$ cat src/design/mppt_po_pkg.sv
package mppt_po_pkg;

	// serial multiplier geometry
	localparam int unsigned MUL_A_W   = 21;
	localparam int unsigned MUL_B_W   = 16;
	localparam int unsigned MUL_P_W   = 32;
	localparam int unsigned MUL_CNT_W = $clog2(MUL_B_W + 1);

	// limiter constants, multiplier operand left-aligned, msb first
	localparam int unsigned VOUT_GAIN     = 21;
	localparam int unsigned VOUT_GAIN_N   = 5;
	localparam int unsigned VOUT_THRESH   = 3360;
	localparam int unsigned VOUT_THRESH_N = 12;
	localparam logic [MUL_B_W-1:0] B_VOUT_GAIN =
		MUL_B_W'(VOUT_GAIN << (MUL_B_W - VOUT_GAIN_N));
	localparam logic [MUL_B_W-1:0] B_VOUT_THRESH =
		MUL_B_W'(VOUT_THRESH << (MUL_B_W - VOUT_THRESH_N));

	localparam int unsigned DUTY_W   = 8;
	localparam int unsigned LIM_CNT_W = 9;

	// register indexes
	localparam logic [1:0] REG_DUTY_MAX  = 2'd0;
	localparam logic [1:0] REG_DUTY_MIN  = 2'd1;
	localparam logic [1:0] REG_DUTY_STEP = 2'd2;
	localparam logic [1:0] REG_VOUT_MAX  = 2'd3;

	typedef struct packed {
		logic                 start;
		logic [MUL_CNT_W-1:0] nbits;
	} mul_cmd_t;

endpackage

$ cat src/design/mppt_po_mul.sv
module mppt_po_mul (
	input  logic                                clk,
	input  logic                                arst_n,
	input  mppt_po_pkg::mul_cmd_t               cmd,
	input  logic [mppt_po_pkg::MUL_A_W-1:0]     a,
	input  logic [mppt_po_pkg::MUL_B_W-1:0]     b,
	output logic [mppt_po_pkg::MUL_P_W-1:0]     prod,
	output logic                                done
);
	import mppt_po_pkg::*;

	logic [MUL_A_W-1:0]   a_q;
	logic [MUL_B_W-1:0]   b_q;
	logic [MUL_P_W-1:0]   acc_q;
	logic [MUL_CNT_W-1:0] cnt_q;
	logic                 busy_q;
	logic                 done_q;

	// msb-first shift and add, one multiplier bit per cycle
	always_ff @(posedge clk or negedge arst_n) begin
		if (!arst_n) begin
			busy_q <= 1'b0;
			done_q <= 1'b0;
			cnt_q  <= '0;
		end else begin
			done_q <= 1'b0;
			if (cmd.start) begin
				busy_q <= 1'b1;
				cnt_q  <= cmd.nbits;
			end else if (busy_q) begin
				cnt_q <= cnt_q - MUL_CNT_W'(1);
				if (cnt_q == MUL_CNT_W'(1)) begin
					busy_q <= 1'b0;
					done_q <= 1'b1;
				end
			end
		end
	end

	always_ff @(posedge clk) begin
		if (cmd.start) begin
			a_q   <= a;
			b_q   <= b;
			acc_q <= '0;
		end else if (busy_q) begin
			b_q   <= {b_q[MUL_B_W-2:0], 1'b0};
			acc_q <= {acc_q[MUL_P_W-2:0], 1'b0}
				+ (b_q[MUL_B_W-1] ? {{(MUL_P_W-MUL_A_W){1'b0}}, a_q} : '0);
		end
	end

	assign prod = acc_q;
	assign done = done_q;

`ifndef SYNTHESIS
	a_start_idle: assert property (@(posedge clk) disable iff (!arst_n)
		cmd.start |-> !busy_q)
		else $error("multiplier started while busy");
`endif

endmodule

$ cat src/design/mppt_perturb_observe_step_core.sv
// channel   dir  handshake             payload
// in        in   in_valid / in_stall   voltage_avg[15:0], current_avg[15:0]
// out       out  out_valid / out_stall duty[7:0], power[31:0], direction
// cfg       in   cfg_wen               cfg_idx[1:0], cfg_data[15:0]
//
// one beat at a time; the run time of a beat is set by the bit-serial multiplier
// (one bit a cycle) and the limiter loop that reuses it for every duty candidate
// arst_n clears config to its defaults and duty, direction, last power to zero
// in_stall is high from acceptance until the result is loaded
// a result held by out_stall blocks only the final load, not the next accept
module mppt_perturb_observe_step_core (
	input  logic        clk,
	input  logic        arst_n,
	input  logic        cfg_wen,
	input  logic [1:0]  cfg_idx,
	input  logic [15:0] cfg_data,
	input  logic        in_valid,
	output logic        in_stall,
	input  logic [15:0] voltage_avg,
	input  logic [15:0] current_avg,
	output logic        out_valid,
	input  logic        out_stall,
	output logic [7:0]  duty,
	output logic [31:0] power,
	output logic        direction
);
	import mppt_po_pkg::*;

	localparam logic [3:0] ST_IDLE  = 4'd0;
	localparam logic [3:0] ST_PW_GO = 4'd1;
	localparam logic [3:0] ST_PW_WT = 4'd2;
	localparam logic [3:0] ST_K_GO  = 4'd3;
	localparam logic [3:0] ST_K_WT  = 4'd4;
	localparam logic [3:0] ST_R_GO  = 4'd5;
	localparam logic [3:0] ST_R_WT  = 4'd6;
	localparam logic [3:0] ST_DIR   = 4'd7;
	localparam logic [3:0] ST_LIM   = 4'd8;
	localparam logic [3:0] ST_L_WT  = 4'd9;
	localparam logic [3:0] ST_FIN   = 4'd10;

	logic [3:0] state_q;

	// configuration
	logic [DUTY_W-1:0] duty_max_q;
	logic [DUTY_W-1:0] duty_min_q;
	logic [DUTY_W-1:0] duty_step_q;
	logic [15:0]       vout_max_q;

	// tracker state
	logic [DUTY_W-1:0]  duty_q;
	logic               dir_q;
	logic [MUL_P_W-1:0] prev_q;

	// per-beat working values
	logic [15:0]          v_q;
	logic [15:0]          c_q;
	logic [MUL_P_W-1:0]   p_q;
	logic [MUL_A_W-1:0]   k_q;     // vout_max*21 + voltage
	logic [27:0]          rhs_q;   // vout_max*3360
	logic [LIM_CNT_W-1:0] lim_cnt_q;

	// output register
	logic               out_valid_q;
	logic [DUTY_W-1:0]  duty_out_q;
	logic [MUL_P_W-1:0] power_out_q;
	logic               dir_out_q;

	mul_cmd_t           mul_cmd;
	logic [MUL_A_W-1:0] mul_a;
	logic [MUL_B_W-1:0] mul_b;
	logic [MUL_P_W-1:0] mul_prod;
	logic               mul_done;

	logic in_acc;
	logic out_acc;
	logic flip;
	logic dir_n;
	logic in_band;
	logic lim_go;
	logic out_free;

	assign in_acc   = in_valid && !in_stall;
	assign out_acc  = out_valid_q && !out_stall;
	assign out_free = !out_valid_q || !out_stall;

	// reversal on leaving the duty window or on a drop in power
	assign flip  = (duty_q > duty_max_q) || (duty_q < duty_min_q) || (p_q < prev_q);
	assign dir_n = dir_q ^ flip;

	// limiter only runs strictly inside the window and within its bound
	assign in_band = (duty_q > duty_min_q) && (duty_q < duty_max_q);
	assign lim_go  = in_band && !lim_cnt_q[LIM_CNT_W-1];

	// operand selection for the shared multiplier
	always_comb begin
		mul_cmd.start = 1'b0;
		mul_cmd.nbits = MUL_CNT_W'(MUL_B_W);
		mul_a         = {{(MUL_A_W-16){1'b0}}, v_q};
		mul_b         = c_q;
		unique case (state_q)
			ST_PW_GO: begin
				mul_cmd.start = 1'b1;
			end
			ST_K_GO: begin
				mul_cmd.start = 1'b1;
				mul_cmd.nbits = MUL_CNT_W'(VOUT_GAIN_N);
				mul_a         = {{(MUL_A_W-16){1'b0}}, vout_max_q};
				mul_b         = B_VOUT_GAIN;
			end
			ST_R_GO: begin
				mul_cmd.start = 1'b1;
				mul_cmd.nbits = MUL_CNT_W'(VOUT_THRESH_N);
				mul_a         = {{(MUL_A_W-16){1'b0}}, vout_max_q};
				mul_b         = B_VOUT_THRESH;
			end
			ST_LIM: begin
				// duty left-aligned so eight bits suffice
				mul_cmd.start = lim_go;
				mul_cmd.nbits = MUL_CNT_W'(DUTY_W);
				mul_a         = k_q;
				mul_b         = {duty_q, {(MUL_B_W-DUTY_W){1'b0}}};
			end
			default: begin
			end
		endcase
	end

	mppt_po_mul u_mul (
		.clk    (clk),
		.arst_n (arst_n),
		.cmd    (mul_cmd),
		.a      (mul_a),
		.b      (mul_b),
		.prod   (mul_prod),
		.done   (mul_done)
	);

	// configuration writes
	always_ff @(posedge clk or negedge arst_n) begin
		if (!arst_n) begin
			duty_max_q  <= DUTY_W'(150);
			duty_min_q  <= DUTY_W'(10);
			duty_step_q <= DUTY_W'(1);
			vout_max_q  <= 16'd60;
		end else if (cfg_wen) begin
			unique case (cfg_idx)
				REG_DUTY_MAX:  duty_max_q  <= cfg_data[DUTY_W-1:0];
				REG_DUTY_MIN:  duty_min_q  <= cfg_data[DUTY_W-1:0];
				REG_DUTY_STEP: duty_step_q <= cfg_data[DUTY_W-1:0];
				REG_VOUT_MAX:  vout_max_q  <= cfg_data;
				default: begin
				end
			endcase
		end
	end

	// sequencer and tracker state
	always_ff @(posedge clk or negedge arst_n) begin
		if (!arst_n) begin
			state_q     <= ST_IDLE;
			duty_q      <= '0;
			dir_q       <= 1'b0;
			prev_q      <= '0;
			lim_cnt_q   <= '0;
			out_valid_q <= 1'b0;
		end else begin
			if (out_acc) begin
				out_valid_q <= 1'b0;
			end
			unique case (state_q)
				ST_IDLE: begin
					if (in_acc) begin
						state_q <= ST_PW_GO;
					end
				end
				ST_PW_GO: state_q <= ST_PW_WT;
				ST_PW_WT: begin
					if (mul_done) begin
						state_q <= ST_K_GO;
					end
				end
				ST_K_GO: state_q <= ST_K_WT;
				ST_K_WT: begin
					if (mul_done) begin
						state_q <= ST_R_GO;
					end
				end
				ST_R_GO: state_q <= ST_R_WT;
				ST_R_WT: begin
					if (mul_done) begin
						state_q <= ST_DIR;
					end
				end
				ST_DIR: begin
					dir_q     <= dir_n;
					duty_q    <= dir_n ? duty_q + duty_step_q : duty_q - duty_step_q;
					prev_q    <= p_q;
					lim_cnt_q <= '0;
					state_q   <= ST_LIM;
				end
				ST_LIM: begin
					state_q <= lim_go ? ST_L_WT : ST_FIN;
				end
				ST_L_WT: begin
					if (mul_done) begin
						if (mul_prod >= {{(MUL_P_W-28){1'b0}}, rhs_q}) begin
							duty_q    <= duty_q - duty_step_q;
							lim_cnt_q <= lim_cnt_q + LIM_CNT_W'(1);
							state_q   <= ST_LIM;
						end else begin
							state_q <= ST_FIN;
						end
					end
				end
				ST_FIN: begin
					if (out_free) begin
						out_valid_q <= 1'b1;
						state_q     <= ST_IDLE;
					end
				end
				default: state_q <= ST_IDLE;
			endcase
		end
	end

	// payload capture
	always_ff @(posedge clk) begin
		if (in_acc) begin
			v_q <= voltage_avg;
			c_q <= current_avg;
		end
		if (mul_done && state_q == ST_PW_WT) begin
			p_q <= mul_prod;
		end
		if (mul_done && state_q == ST_K_WT) begin
			k_q <= mul_prod[MUL_A_W-1:0] + {{(MUL_A_W-16){1'b0}}, v_q};
		end
		if (mul_done && state_q == ST_R_WT) begin
			rhs_q <= mul_prod[27:0];
		end
		if (state_q == ST_FIN && out_free) begin
			duty_out_q  <= duty_q;
			power_out_q <= p_q;
			dir_out_q   <= dir_q;
		end
	end

	assign in_stall  = (state_q != ST_IDLE);
	assign out_valid = out_valid_q;
	assign duty      = duty_out_q;
	assign power     = power_out_q;
	assign direction = dir_out_q;

`ifndef SYNTHESIS
	a_done_waiting: assert property (@(posedge clk) disable iff (!arst_n)
		mul_done |-> (state_q == ST_PW_WT || state_q == ST_K_WT
			|| state_q == ST_R_WT || state_q == ST_L_WT))
		else $error("multiplier result with no step waiting for it");
	a_lim_bound: assert property (@(posedge clk) disable iff (!arst_n)
		lim_cnt_q[LIM_CNT_W-1] |-> (lim_cnt_q[LIM_CNT_W-2:0] == '0))
		else $error("limiter ran past its iteration bound");
	a_load_from_fin: assert property (@(posedge clk) disable iff (!arst_n)
		(out_valid_q && !$past(out_valid_q)) |-> ($past(state_q) == ST_FIN))
		else $error("result loaded outside the final step");
`endif

endmodule
$ cat config.mk
export PLATFORM = sky130hd
export DESIGN_NAME = mppt_perturb_observe_step_core
export DESIGN_NICKNAME = d
export VERILOG_FILES = /design/src/design/mppt_po_pkg.sv /design/src/design/mppt_po_mul.sv /design/src/design/mppt_perturb_observe_step_core.sv
export SDC_FILE = /design/constraint.sdc
export NUM_CORES = 1
export LEC_CHECK = 0
export BUFFER_PORTS_ARGS = -buffer_cell sky130_fd_sc_hd__buf_4
export CAP_MARGIN = 20
export CORE_ASPECT_RATIO = 1.5
export CORE_MARGIN = 4
export CORE_UTILIZATION = 40
export CTS_CLUSTER_SIZE = 20
export DETAILED_ROUTE_END_ITERATION = 8
export PLACE_DENSITY = 0.55
export SYNTH_ARGS = -nofsm -noshare
export SYNTH_HDL_FRONTEND = slang
export SYNTH_SLANG_ARGS = --single-unit
export TNS_END_PERCENT = 10
$ cat constraint.sdc
create_clock -name clk -period 3.8 [get_ports clk]
set_input_delay 0.95 -clock clk [delete_from_list [all_inputs] [get_ports clk]]
set_output_delay 0.95 -clock clk [all_outputs]
set_load 0.005 [all_outputs]
==> results of run 1 <==
## path summary, 6_finish.rpt
path | startpoint | to | slack, ps | depth (start not counted)
max in group asynchronous | arst_n | duty_max_q[4]$_DFFE_PN1P_ | 2470 | 2
worst max-delay path | u_mul.b_q[15]$_DFFE_PP_ | u_mul.prod[28]$_SDFFE_PN0P_ | 340 | 12
min in group clk | p_q[27]$_DFFE_PP_ | power[27]$_DFFE_PP_ | 490 | 0
worst max register to register | u_mul.b_q[15]$_DFFE_PP_ | u_mul.prod[28]$_SDFFE_PN0P_ | 340 | 12
worst min register to register | p_q[27]$_DFFE_PP_ | power[27]$_DFFE_PP_ | 490 | 0
worst min-delay path | arst_n | prev_q[30]$_DFFE_PN0P_ | 460 | 1
## per-layer routing
layer	share of wire, %	vias to the layer above
met5	0	-
met4	4.0	0
met3	3.8	76
met2	50	192
met1	42	5172
li1	-	5452
## synth_stat cells, types with 12 or more instances
master / count / area [µm²]
mux2i_1: 12 / 120
o21ai_0: 73 / 365
nand4_1: 21 / 131
a22oi_1: 17 / 128
nand2_1: 164 / 616
and3_1: 18 / 113
edfxtp_1: 191 / 5740
nand3_1: 17 / 85.1
nor2b_1: 16 / 100
clkbuf_1: 37 / 139
nor3_1: 18 / 90.1
ha_1: 128 / 1600
xor2_1: 14 / 123
a31oi_1: 12 / 75.1
xnor2_1: 39 / 342
dfrtp_1: 91 / 2280
a21o_1: 21 / 158
a211oi_1: 17 / 128
dfxtp_1: 32 / 641
mux2_2: 35 / 394
o21ai_1: 18 / 90.1
inv_1: 111 / 417
and2_1: 21 / 131
nor2_1: 106 / 398
a21oi_1: 87 / 435
nand2b_1: 12 / 75.1
## placed cells by master (no fill, tap or decap), types with 12 or more instances in the layout
cell / n
a211oi_1: 17
a21o_1: 21
a21oi_1: 86
a22oi_1: 17
a31oi_1: 12
and2_1: 21
and3_1: 17
buf_4: 144
clkbuf_16: 35
dfrtp_1: 91
dfxtp_1: 32
edfxtp_1: 191
ha_1: 128
inv_1: 111
mux2_2: 35
mux2i_1: 12
nand2_1: 164
nand2b_1: 12
nand3_1: 17
nand4_1: 21
nor2_1: 106
nor2b_1: 16
nor3_1: 16
o21ai_0: 73
o21ai_1: 18
xnor2_1: 39
xor2_1: 14
## per-stage QoR
| step | power, mW | setup WS, ps |
|---|---|---|
| 2_1_floorplan | 9.86 | 224 |
| 3_3_place_gp | 11.7 | 355 |
| 3_5_place_dp | 11.9 | 316 |
| 4_1_cts | 15.4 | 296 |
| 5_1_grt | 16.5 | 31.5 |
| 6_report | 15.2 | 338 |
## sequential cells by signal (all words and copies together), names as in the netlist, 8 cells and up
signal / cells
p_q: 32
power: 32
prev_q: 32
u_mul.prod: 32
rhs_q: 28
k_q: 21
u_mul.a_q: 21
c_q: 16
u_mul.b_q: 16
v_q: 16
vout_max_q: 16
lim_cnt_q: 9
duty: 8
duty_max_q: 8
duty_min_q: 8
duty_q: 8
duty_step_q: 8
## kinds of logic (layout without fill, tap and decap cells)
| kind of cell | count (synthesis) | count (layout) | synth area share, % |
|---|---|---|---|
| adder cells (fa/ha/maj) | 132 | 132 | 10.5 |
| flip-flops | 325 | 325 | 55.7 |
| AO/OA/AOI/OAI | 304 | 304 | 11.6 |
| multiplexers | 47 | 47 | 3.20 |
| XOR/XNOR | 53 | 53 | 2.89 |
| buffers and inverters | 153 | 321 | 3.63 |
| AND/OR/NAND/NOR | 425 | 425 | 12.5 |
## final cells by class
type	instances	area [µm²]	share of cell area (%)
clock inverter	16	214	1.13
timing repair buffer	147	1140	6.05
multi-input combinational	961	6550	34.8
sequential	325	8940	47.4
tap	500	626	3.32
clock buffer	46	957	5.08
inverter	112	420	2.23
## critical path, stage by stage (launching register included)
cell      delay (ps)
edfxtp_1         410
buf_4            190
and2_1           140
ha_1             320
a211oi_1         240
nor2_1           100
o41ai_1          350
a31oi_1          250
a221o_1          490
a211oi_2         410
nor2_1           120
xnor2_1          140
a211oi_1         210
## where the power goes
group	total (mW)	switching, mW	internal [mW]	leakage [nW]
combinational	6.23	3.59	2.64	4.12
clock	3.47	1.41	2.06	0.574
sequential	5.50	0.553	4.94	3.31
==> results by group, run 1 <==
Pwr
  • Power per cell area: 806 mW/mm²
  • Peak ir drop on the vdd network: 0.000429 V
  • Leak: 8.00 nW

Detailed routing
  • Via Count: 10900
  • Post-Route WL: 36.2 mm
  • Count of TritonRoute iterations in the first routing pass: 5
  • Routed vias/inst: 5.17
  • Remaining design rule violation count: 0
  • Post-detailed-route count of antenna-violating nets: 0
  • Initial DRC Count: 534
  • Average wire per standard cell: 17.2 µm

Place
  • Count of input and output buffers: 97
  • Post-detailed-placement half-perimeter wirelength: 27.0 mm
  • Area after detailed placement: 0.0177 mm²
  • Gpl congestion: 0.833
  • Total placed cells including tap cells: 2045

GRT
  • First-pass GRT wire length: 58.6 mm
  • Antenna violations before repair: 0
  • Pin count of the biggest net entering global routing: 48
  • Total global routing overflow: 0
  • Met1 layer usage reported by global route: 21.1%
  • Gr usage total: 17.0%
  • Global Route met2 Usage: 29.6%
  • Layer carrying the most global-route usage: met2
  • Via count of the first global-routing pass: 11000
  • Grt met3 use: 2.58%

Die
  • Die area: 0.0435 mm²
  • Area of the core region: 0.0395 mm²
  • Starting Density: 40.6%
  • Die boundary height: 253 µm
  • I/O pin count: 98
  • Number of core rows: 89
  • Horizontal extent of the die: 172 µm

Clock tree
  • Clock sink total: 325
  • Clock-pin slew on the worst setup and hold paths: 60 ps
  • Maximum count of clock buffers along a single path: 3
  • Clock tree from TritonCTS: yes
  • Clock root buffer: clkbuf_16
  • Number of buffers inserted during clock tree synthesis: 34
  • Post_cts resized: 0
  • Number of setup buffers added after CTS: 0
  • H-tree depth: 2
  • Hold buffers post-CTS: 0
  • Worst-Skew Late Latency: 530 ps

Run status
  • Run status: finished, final reports clean

Timing
  • Post-layout min period: 3460 ps
  • Final Hold Violating Endpoints: 0
  • TNS Setup: 0 ps
  • Post-Route Skew: 23.9 ps
  • Fmax: 289 MHz
  • Portion of the clock cycle consumed by the worst path in the final layout: 91.1%
  • Hold slack final: 463 ps
  • Number of max-slew violations in the final report: 0
  • Setup violation total in the final timing report: 0
  • Tightest slew margin relative to the limit: 48.0%
  • Slew at the pin with the worst max-slew slack: 780 ps
  • Setup repair after global routing missed its margin: false

Synth
  • Combined area of all synthesized cells: 0.0161 mm²
  • Distinct cell type count after synthesis: 72
  • Number of flops mapped to enable cells by yosys: 191
  • Ys async rst share: 31.4%
  • Yosys warns: 0
  • Total nets after synthesis: 1626
  • Number of instances in the synthesized netlist: 1439
  • Share of synthesized area occupied by flip-flops and latches: 55.7%
  • Post-synthesis register bit count: 325
  • Post-synth top flop: edfxtp_1
  • Mean Syn Cell Area: 11.2 µm²

Flow run
  • Max-cap violation count: 0

Critical path
  • Arrival time of data at the critical path endpoint: 3890 ps
  • Critical path class: flip-flop to flip-flop
  • Sort of element at the end of the critical path: flip-flop
  • Critical path data required time: 4230 ps
  • Biggest fanout along the worst timing path: 12
  • Startpoint class of the critical path: flip-flop

Cells and area
  • Core utilization of the finished layout: 47.7%
  • Finished Layout Cells: 2107
  • Area growth from synthesis to layout: 17.4%
  • Number of fillers in the final layout: 3572
  • Post-route cell area: 0.0189 mm²
  • Inserted Diodes: 0
  • Total number of nets in the final design: 1768
  • Fraction of layout cells with a size suffix above 1: 16.2%

Min path
  • Worst min path class: primary input to asynchronous set/reset pin
Power figures use the tool's default switching activity.
==> inputs of run 2 (changes only) <==
==> constraint.sdc (replaced) <==
create_clock -name clk -period 3.8 [get_ports clk]
set_input_delay 0.38 -clock clk [delete_from_list [all_inputs] [get_ports clk]]
set_output_delay 0.38 -clock clk [all_outputs]
set_load 0.005 [all_outputs]
==> run 2 against run 1 <==
Global-route usage barely moved. Combinational power shrank 2%. Via count increased by 0.44%. Worst hold slack worse by 440 ps. Design area is 0.72% higher. Total power increased by 0.95%. Non-clock buffer count up 4. Wire length fell by 0.24%. Utilization up 0.34 points. Cell count grew 0.38%. Critical path type unchanged. Register-to-register slack lost 50 ps. Sequential share of layout area down 0.34 points.
==> results by group, run 2 (synthesized netlist as in run 1, its figures left out) <==
Clock tree
  • Hold buffers post-CTS: 8 (+8)
  • Clock root buffer: clkbuf_16
  • Number of buffers inserted during clock tree synthesis: 36 (+5.9%)
  • Number of setup buffers added after CTS: 0 (unchanged)
  • H-tree depth: 2 (unchanged)
  • Clock sink total: 325 (unchanged)
  • Maximum count of clock buffers along a single path: 3 (unchanged)
  • Worst-Skew Late Latency: 530 ps (about the same)
  • Clock tree from TritonCTS: yes
  • Post_cts resized: 0 (unchanged)
  • Clock-pin slew on the worst setup and hold paths: 60 ps (about the same)

Cells and area
  • Inserted Diodes: 0 (unchanged)
  • Area growth from synthesis to layout: 18.3%
  • Most frequent standard cell in the layout excluding fill and tap cells: edfxtp_1
  • Fraction of layout cells with a size suffix above 1: 16.0% (-0.27 points)
  • Number of fillers in the final layout: 3606 (+0.95%)
  • Commonest cells after routing, fill and taps aside: 191 x edfxtp_1, 164 x nand2_1, 139 x buf_4
  • Core utilization of the finished layout: 48.0% (+0.34 points)
  • Total number of nets in the final design: 1774 (+0.34%)

Die
  • Number of core rows: 89 (unchanged)
  • Area of the core region: 0.0395 mm² (unchanged)
  • I/O pin count: 98 (unchanged)
  • Starting Density: 40.6% (unchanged)
  • Die boundary height: 253 µm (unchanged)
  • Die area: 0.0435 mm² (unchanged)
  • Horizontal extent of the die: 172 µm (unchanged)

GRT
  • Via count of the first global-routing pass: 11000 (-0.091%)
  • Pin count of the biggest net entering global routing: 59 (+23%)
  • Total global routing overflow: 0 (unchanged)
  • First-pass GRT wire length: 58.8 mm (+0.26%)
  • Gr usage total: 17.0% (-0.032 points)
  • Antenna violations before repair: 0 (unchanged)

Detailed routing
  • Count of TritonRoute iterations in the first routing pass: 5 (unchanged)
  • Average wire per standard cell: 17.1 µm (-0.62%)
  • Routed vias/inst: 5.17 (about the same)
  • Post-detailed-route count of antenna-violating nets: 0 (unchanged)
  • Initial DRC Count: 531 (-0.56%)
  • Via Count: 10900 (+0.44%)
  • Remaining design rule violation count: 0 (unchanged)
  • Post-Route WL: 36.1 mm (-0.24%)

Critical path
  • Reg2reg start: p_q[14]$_DFFE_PP_
  • Sort of element at the end of the critical path: flip-flop
  • Startpoint class of the critical path: flip-flop
  • Length in cells of the worst reg-to-reg path: 10 (-2)
  • Biggest fanout along the worst timing path: 9 (-3)
  • Arrival time of data at the critical path endpoint: 3920 ps (+30 ps)
  • Maximum cell stage delay along the critical path: 550 ps (+60 ps)
  • Bufs and invs on worst path: 0 (-1)
  • Critical path class: flip-flop to flip-flop
  • End of the worst register-to-register path: duty_q[2]$_DFFE_PN0P_
  • Worst path cell trace: ha_1 -> nand4_1 -> nor3_2 -> or4b_1 -> a31oi_1 -> o221ai_1 -> o21ba_1 -> mux2i_1 -> xnor2_1 -> mux2_2
  • Top cell family by delay on the critical path: simple AND/OR/NAND/NOR gates
  • Setup slack on the worst flop-to-flop path: 290 ps (-50 ps)
  • CP max-delay cell: o21ba_1
  • Critical path data required time: 4210 ps (-20 ps)

Place
  • Post-detailed-placement half-perimeter wirelength: 26.8 mm (-0.77%)
  • Count of input and output buffers: 97 (unchanged)
  • Gpl congestion: 0.835 (+0.17%)
  • Worst slack at placement: 269 ps (-47.6 ps)

Run status
  • Run status: finished, final reports clean

Min path
  • Hold path cells: 1
  • Hold Crit Start: current_avg[3]
  • Worst min path class: primary input to flip-flop
  • Endpoint of the worst hold path: c_q[3]$_DFFE_PP_

Timing
  • Portion of the clock cycle consumed by the worst path in the final layout: 92.3% (+1.2 points)
  • Fmax: 285 MHz (-1.3%)
  • TNS Setup: 0 ps (unchanged)
  • Post-layout min period: 3510 ps (+45.5 ps)
  • Number of max-slew violations in the final report: 0 (unchanged)
  • Final setup margin: 292 ps (-45.5 ps)
  • Post-Route Skew: 14.9 ps (-8.95 ps)
  • Setup repair after global routing missed its margin: false
  • Setup violation total in the final timing report: 0 (unchanged)
  • Slew at the pin with the worst max-slew slack: 1040 ps (+258 ps)
  • Final Hold Violating Endpoints: 0 (unchanged)
  • Tightest slew margin relative to the limit: 30.6% (-17 points)

Pwr
  • Fraction of power consumed by combinational cells: 40.0% (-1.0 points)
  • Relative contribution of the clock network to total power: 24.0% (+1.2 points)
  • Leak: 8.04 nW (+0.51%)
  • Internal power: 9.82 mW (+1.8%)
  • Power per cell area: 808 mW/mm² (+0.23%)
  • Peak ir drop on the vdd network: 0.000339 V (-21%)
  • Sequential power share: 36.1% (about the same)
  • Fraction of power spent switching nets: 36.0% (-0.52 points)
  • Switching power summed over all nets: 5.53 mW (-0.48%)

Flow run
  • Max-cap violation count: 0 (unchanged)
[run 2: worst reg2reg max path, cell delays in order (launching register included)]
cell	delay [ps]
edfxtp_1	410
ha_1	350
nand4_1	130
nor3_2	450
or4b_1	470
a31oi_1	270
o221ai_1	150
o21ba_1	550
mux2i_1	280
xnor2_1	80
mux2_2	260
[run 2: power groups by stage]
stage	Combinational [mW]	Sequential [mW]	Clock, mW
after floorplan	4.43	5.43	0
after global placement	6.06	5.60	0
after detailed placement	6.18	5.62	0
after CTS	6.22	5.55	3.79
after global routing	6.99	5.65	3.94
final	6.13	5.54	3.68
[run 2: layer usage]
layer,track usage (%),routed length (µm)
met1,21.0,15200
met2,30.2,18600
met3,2.41,1190
met4,5.71,1120
met5,0,0
[run 2: worst max-delay path by stage]
| stage | cells after the start | end | startpoint | slack [ps] |
|---|---|---|---|---|
| floorplan | 11 | u_mul.a_q[0]$_DFFE_PN_ | duty_max_q[1]$_DFFE_PN1P_ | 220 |
| global placement | 10 | duty_q[2]$_DFFE_PN0P_ | p_q[14]$_DFFE_PP_ | 340 |
| detailed placement | 10 | duty_q[2]$_DFFE_PN0P_ | p_q[14]$_DFFE_PP_ | 270 |
| CTS | 10 | duty_q[2]$_DFFE_PN0P_ | p_q[14]$_DFFE_PP_ | 250 |
| global route | 12 | u_mul.prod[24]$_SDFFE_PN0P_ | u_mul.b_q[15]$_DFFE_PP_ | 5 |
| finish | 10 | duty_q[2]$_DFFE_PN0P_ | p_q[14]$_DFFE_PP_ | 290 |
[run 2: area by class of cell]
cell class | count | area [µm²] | share of cell area, %
Clock inverter | 17 | 223 | 1.17
Inverter | 112 | 420 | 2.21
Multi-Input combinational cell | 961 | 6550 | 34.5
Timing Repair Buffer | 151 | 1180 | 6.23
Clock buffer | 49 | 1040 | 5.48
Tap cell | 500 | 626 | 3.29
Sequential cell | 325 | 8940 | 47.1
[run 2: metrics by stage]
step                cell area [µm²]  power, mW  std cells  hold WS, ps
finish                        19000       15.3       2115         24.2
floorplan                     16100       9.86       1439         84.4
global placement              17600       11.7       2039          461
CTS                           19000       15.6       2113        0.412
global route                  19000       16.6       2115         1.65
detailed placement            17600       11.8       2039          470
